## config.mk

```make
export PLATFORM = sky130hd
export DESIGN_NAME = ifsf_core
export DESIGN_NICKNAME = d
export VERILOG_FILES = /design/src/ifsf_pkg.sv /design/src/ifsf_core.sv
export SDC_FILE = /design/constraint.sdc
export NUM_CORES = 2
export LEC_CHECK = 0
export ABC_AREA = 1
export BUFFER_PORTS_ARGS = -buffer_cell sky130_fd_sc_hd__buf_2
export CAP_MARGIN = 25
export CORE_UTILIZATION = 40
export CTS_BUF_LIST = sky130_fd_sc_hd__clkbuf_8 sky130_fd_sc_hd__clkbuf_16
export DETAILED_ROUTE_END_ITERATION = 16
export PLACE_DENSITY = 0.57
export SLEW_MARGIN = 30
export SYNTH_ARGS = -nofsm -noshare
export SYNTH_HDL_FRONTEND = slang
export SYNTH_SLANG_ARGS = --single-unit
```

## constraint.sdc

```tcl
create_clock -name aclk -period 20.8 [get_ports aclk]
set_clock_uncertainty 0.15 [all_clocks]
set_input_delay 2.08 -clock aclk [delete_from_list [all_inputs] [get_ports aclk]]
set_output_delay 2.08 -clock aclk [all_outputs]
set_load 0.02 [all_outputs]
```

## src/ifsf_pkg.sv

```systemverilog
// shared types, constants and hash helper functions for the element filter fingerprint
package ifsf_pkg;

    localparam int SALT_BYTES   = 32;
    localparam int DIGEST_BYTES = 32;
    localparam int OUT_WORDS    = (DIGEST_BYTES + 7) / 8;
    localparam int LAST_KEEP    = DIGEST_BYTES - 8 * (OUT_WORDS - 1);

    localparam logic [7:0] TAG_SSID    = 8'd0;
    localparam logic [7:0] TAG_DS      = 8'd3;
    localparam logic [7:0] TAG_COUNTRY = 8'd7;
    localparam logic [7:0] TAG_BSSLOAD = 8'd11;
    localparam logic [7:0] TAG_VENDOR  = 8'd221;

    localparam logic [2:0] REG_SALT_LEN = 3'd0;
    localparam logic [2:0] REG_SALT_W0  = 3'd1;
    localparam logic [2:0] REG_SALT_W3  = 3'd4;

    // control from the parser to the compression unit
    typedef struct packed {
        logic clear;
        logic go;
    } core_ctl_t;

    localparam logic [31:0] K_TAB [64] = '{
        32'h428a2f98, 32'h71374491, 32'hb5c0fbcf, 32'he9b5dba5,
        32'h3956c25b, 32'h59f111f1, 32'h923f82a4, 32'hab1c5ed5,
        32'hd807aa98, 32'h12835b01, 32'h243185be, 32'h550c7dc3,
        32'h72be5d74, 32'h80deb1fe, 32'h9bdc06a7, 32'hc19bf174,
        32'he49b69c1, 32'hefbe4786, 32'h0fc19dc6, 32'h240ca1cc,
        32'h2de92c6f, 32'h4a7484aa, 32'h5cb0a9dc, 32'h76f988da,
        32'h983e5152, 32'ha831c66d, 32'hb00327c8, 32'hbf597fc7,
        32'hc6e00bf3, 32'hd5a79147, 32'h06ca6351, 32'h14292967,
        32'h27b70a85, 32'h2e1b2138, 32'h4d2c6dfc, 32'h53380d13,
        32'h650a7354, 32'h766a0abb, 32'h81c2c92e, 32'h92722c85,
        32'ha2bfe8a1, 32'ha81a664b, 32'hc24b8b70, 32'hc76c51a3,
        32'hd192e819, 32'hd6990624, 32'hf40e3585, 32'h106aa070,
        32'h19a4c116, 32'h1e376c08, 32'h2748774c, 32'h34b0bcb5,
        32'h391c0cb3, 32'h4ed8aa4a, 32'h5b9cca4f, 32'h682e6ff3,
        32'h748f82ee, 32'h78a5636f, 32'h84c87814, 32'h8cc70208,
        32'h90befffa, 32'ha4506ceb, 32'hbef9a3f7, 32'hc67178f2
    };

    localparam logic [31:0] H_INIT [8] = '{
        32'h6a09e667, 32'hbb67ae85, 32'h3c6ef372, 32'ha54ff53a,
        32'h510e527f, 32'h9b05688c, 32'h1f83d9ab, 32'h5be0cd19
    };

    function automatic logic [31:0] rotr(input logic [31:0] x, input int n);
        rotr = (x >> n) | (x << (32 - n));
    endfunction

    function automatic logic [31:0] ssig0(input logic [31:0] x);
        ssig0 = rotr(x, 7) ^ rotr(x, 18) ^ (x >> 3);
    endfunction

    function automatic logic [31:0] ssig1(input logic [31:0] x);
        ssig1 = rotr(x, 17) ^ rotr(x, 19) ^ (x >> 10);
    endfunction

    function automatic logic [31:0] bsig0(input logic [31:0] x);
        bsig0 = rotr(x, 2) ^ rotr(x, 13) ^ rotr(x, 22);
    endfunction

    function automatic logic [31:0] bsig1(input logic [31:0] x);
        bsig1 = rotr(x, 6) ^ rotr(x, 11) ^ rotr(x, 25);
    endfunction

endpackage

```

## src/ifsf_core.sv

```systemverilog
// iterative sha-256 compression unit, one round per cycle, holds the chaining value
module ifsf_core (
    input  logic                aclk,
    input  logic                aresetn,
    input  ifsf_pkg::core_ctl_t ctl,
    input  logic [511:0]        block,
    output logic                busy,
    output logic                done,
    output logic [255:0]        hash
);
    import ifsf_pkg::*;

    logic [31:0] hash_reg [8];
    logic [31:0] v_reg    [8];
    logic [31:0] win_reg  [16];
    logic [5:0]  rnd_reg;
    logic        run_reg;
    logic        add_reg;
    logic        done_reg;

    logic [31:0] w_new;
    logic [31:0] t1;
    logic [31:0] t2;
    logic [31:0] ch;
    logic [31:0] mj;

    // round datapath and schedule extension
    always_comb begin
        w_new = win_reg[0] + ssig0(win_reg[1]) + win_reg[9] + ssig1(win_reg[14]);
        ch    = (v_reg[4] & v_reg[5]) ^ (~v_reg[4] & v_reg[6]);
        mj    = (v_reg[0] & v_reg[1]) ^ (v_reg[0] & v_reg[2]) ^ (v_reg[1] & v_reg[2]);
        t1    = v_reg[7] + bsig1(v_reg[4]) + ch + K_TAB[rnd_reg] + win_reg[0];
        t2    = bsig0(v_reg[0]) + mj;
    end

    // control
    always_ff @(posedge aclk) begin
        if (!aresetn) begin
            run_reg  <= 1'b0;
            add_reg  <= 1'b0;
            done_reg <= 1'b0;
            rnd_reg  <= '0;
        end else begin
            done_reg <= 1'b0;
            add_reg  <= 1'b0;
            if (ctl.go) begin
                run_reg <= 1'b1;
                rnd_reg <= '0;
            end else if (run_reg) begin
                rnd_reg <= rnd_reg + 6'd1;
                if (rnd_reg == 6'd63) begin
                    run_reg <= 1'b0;
                    add_reg <= 1'b1;
                end
            end
            if (add_reg) begin
                done_reg <= 1'b1;
            end
        end
    end

    // working variables, schedule window and chaining value
    always_ff @(posedge aclk) begin
        if (!aresetn) begin
            for (int i = 0; i < 8; i++) begin
                hash_reg[i] <= H_INIT[i];
            end
        end else begin
            if (ctl.clear) begin
                for (int i = 0; i < 8; i++) begin
                    hash_reg[i] <= H_INIT[i];
                end
            end else if (add_reg) begin
                for (int i = 0; i < 8; i++) begin
                    hash_reg[i] <= hash_reg[i] + v_reg[i];
                end
            end
        end
        if (ctl.go) begin
            for (int i = 0; i < 16; i++) begin
                win_reg[i] <= block[511 - 32 * i -: 32];
            end
            for (int i = 0; i < 8; i++) begin
                v_reg[i] <= hash_reg[i];
            end
        end else if (run_reg) begin
            for (int i = 0; i < 15; i++) begin
                win_reg[i] <= win_reg[i + 1];
            end
            win_reg[15] <= w_new;
            v_reg[7] <= v_reg[6];
            v_reg[6] <= v_reg[5];
            v_reg[5] <= v_reg[4];
            v_reg[4] <= v_reg[3] + t1;
            v_reg[3] <= v_reg[2];
            v_reg[2] <= v_reg[1];
            v_reg[1] <= v_reg[0];
            v_reg[0] <= t1 + t2;
        end
    end

    assign busy = run_reg | add_reg;
    assign done = done_reg;

    always_comb begin
        for (int i = 0; i < 8; i++) begin
            hash[255 - 32 * i -: 32] = hash_reg[i];
        end
    end

    a_go_idle: assert property (@(posedge aclk) disable iff (!aresetn)
        ctl.go |-> !run_reg && !add_reg)
        else $error("compression started while busy");
    a_done_after_add: assert property (@(posedge aclk) disable iff (!aresetn)
        add_reg |=> done_reg)
        else $error("done missing after final add");
    a_clear_idle: assert property (@(posedge aclk) disable iff (!aresetn)
        ctl.clear |-> !run_reg && !add_reg)
        else $error("chaining value cleared during compression");

endmodule
```

==> qor.csv <==
stage,metric,value,unit
die,die_y,431,um
detailed_routing,vias,67700,
timing,fmax,109,MHz
clock_network,cts_setup_buffers,0,
status,status,"finished, final reports clean",
die,rows,157,
synthesis,synth_cell_types,71,
synthesis,ys_warn_count,0,
critical_path,critPathSlowestCell,dfxtp_1,
timing,fin_crit,9.20,ns
grt,grt_max_degree,207,
die,dieArea,186000,um^2
critical_path,reg2reg_depth,34,
grt,grt_usage,0.352,
detailed_routing,antenna_left,0,
clock_network,hold_buffers,0,
synthesis,async_reset_ff_frac,0,
die,initial_core_util,0.402,
clock_network,cts.htree.levels,3,
clock_network,cts_buffers,121,
detailed_routing,routed_wirelength,335000,um
critical_path,cp.required,21.17,ns
synthesis,synthesis.nets,10200,
timing,slew_viol_final,0,
clock_network,cts_tree,done,
critical_path,critical_path_class,flip-flop to flip-flop,
hold_path,min-delay-start,win_reg[1][63]$_DFFE_PP_,
detailed_routing,routedWlPerCell,27.1,um
synthesis,ys.flop_type,edfxtp_1,
hold_path,worstHoldPathType,flip-flop to flip-flop,
detailed_routing,viasPerCell,5.48,
clock_network,clkTransAtPathRegs,0.06,ns
synthesis,ys_seq_area_frac,0.416,
detailed_routing,drc_errors,0,
timing,tightest_slew,1.14,ns
finish,largest_reg_flops,512,
timing,finalCritPeriodShare,0.443,
finish,seq_area,30600,um^2
clock_network,cts-root-buf,clkbuf_16,
place,hpwl,270000,um
die,io_pins,774,
place,place_congestion,1.03,
grt,grt_pass1_vias,64800,
die,coreArea,183000,um^2
finish,multiInputGateArea,38000,um^2
clock_network,cts_sinks,1033,
place,portBuffers,773,
clock_network,insertion_delay,0.80,ns
critical_path,worst_setup_path_end_kind,flip-flop,
synthesis,synth_edf_count,992,
hold_path,hold_depth,2,
finish,finalNetCount,10900,
grt,antenna_found_initial,46,
timing,setup_viol,0,
clock_network,cts_resized,0,
detailed_routing,drtPass1Iterations,6,
flow_run,drv_cap,0,
die,die_w,431,um
timing,final_hold_viol_count,0,
synthesis,syn_area_per_cell,8.05,um^2
critical_path,critPathLaunchType,flip-flop,
finish,nFillCells,18500,
critical_path,cpPeakStageDelay,0.68,ns
timing,finalSetupTns,0,ns
timing,slew_headroom,0.235,
synthesis,synth.cell_area,73600,um^2
critical_path,cp.arrival,9.58,ns
grt,grt_pass1_wl,469000,um
synthesis,synthCells,9138,
critical_path,timing.rr.start,rnd_reg[1]$_SDFFE_PP0P_,
synthesis,ys_ff_latch,1033,
grt,grt_overflow,0,
detailed_routing,drt_iter0_markers,6608,
clock_network,clockBufferDepth,3,
critical_path,crit_fanout,13,
timing,rsz0062_at_grt,no,
finish,areaGrowthSynthToFinish,14.0,%
critical_path,startpoint,rnd_reg[1]$_SDFFE_PP0P_,
finish,drive_above_1_share,0.113,
-- area by class of cell --
| type | instances | share of cell area |
|---|---|---|
| inverter | 1004 | 0.0451 |
| tap | 2464 | 0.0367 |
| timing repair buffer | 814 | 0.0511 |
| clock buffer | 123 | 0.0364 |
| multi-input combinational | 6801 | 0.453 |
| antenna | 19 | 0.000567 |
| clock inverter | 102 | 0.0121 |
| sequential | 1033 | 0.365 |
-- final timing paths --
kind	endpoint	slack (ns)
min reg2reg	win_reg[1][31]$_DFFE_PP_	0.35
min	win_reg[1][31]$_DFFE_PP_	0.35
max reg2reg	v_reg[0][23]$_DFFE_PP_	11.60
max	v_reg[0][23]$_DFFE_PP_	11.60
-- Yosys cell counts (all sizes together), types with 144 or more instances --
master  count  area [um^2]
clkbuf    200          753
fa        195         3900
a21oi     606         3080
inv      1003         3770
o21ai     607         3090
nand3     323         1620
nor2      528         1990
xor2      169         1490
xnor2     144         1260
nand2    3186        12000
edfxtp    992        29800
ha        390         4880
-- critical path: cells and delay by family, from the launching register on --
kind | cells | cell delay (ns)
and+or+nand+nor | 10 | 2.02
AOI/OAI and AO/OA | 9 | 1.62
adders and majority gates | 7 | 3.23
buffers and inverters | 7 | 0.71
DFF | 1 | 0.68
xor gates and xnor gates | 1 | 0.56
-- cells in the final DEF (no fill, tap or decap), drive strengths merged, types with 15 or more instances in the layout --
cell | netlist | final
o211ai | 23 | 23
xnor2 | 144 | 144
clkinv | 1 | 49
clkbuf | 200 | 124
o21ai | 607 | 607
o21a | 48 | 48
a21o | 100 | 100
a221oi | 18 | 18
ha | 390 | 390
nand3 | 323 | 323
bufinv | 0 | 15
a211oi | 24 | 24
inv | 1003 | 1030
edfxtp | 992 | 992
nand4 | 63 | 63
o21bai | 66 | 66
or2 | 43 | 43
nor4 | 25 | 25
nor2 | 528 | 528
nand3b | 17 | 17
fa | 195 | 195
a31oi | 41 | 41
a21boi | 32 | 32
nand2 | 3186 | 3186
buf | 100 | 813
diode | 0 | 19
xor2 | 169 | 169
nor3 | 75 | 75
a21oi | 606 | 606
dfxtp | 41 | 41
-- kinds of logic after synthesis --
logic type	count (synthesis)	share of synthesized area
AO/OA/AOI/OAI	1637	0.128
XOR/XNOR	313	0.0374
adder cells (fa/ha/maj)	585	0.119
buffers and inverters	1304	0.0682
flip-flops	1033	0.416
AND/OR/NAND/NOR	4266	0.231
-- layer usage --
metal | vias up | GRT usage | routed length, um
li1 | 31600 | - | -
met1 | 32800 | 0.473 | 143000
met2 | 2713 | 0.565 | 154000
met3 | 532 | 0.0501 | 22300
met4 | 50 | 0.149 | 15600
met5 | - | 0 | 325
-- through the flow --
step                instance area (um^2)  setup WS [ns]   util  instances  hold WS (ns)
global route                       83900          11.24  0.459      12400         0.377
finish                             83900          11.60  0.459      12400         0.348
floorplan                          73600          0.255      -       9138         0.294
CTS                                83800          11.74  0.458      12300         0.350
detailed placement                 79800          11.77  0.436      12100         0.345
global placement                   79700          11.80  0.436      12100         0.343
Power is left out: the tool's default activity adds up to more than one toggle a clock period on the data nets, which glitch-free logic cannot reach.
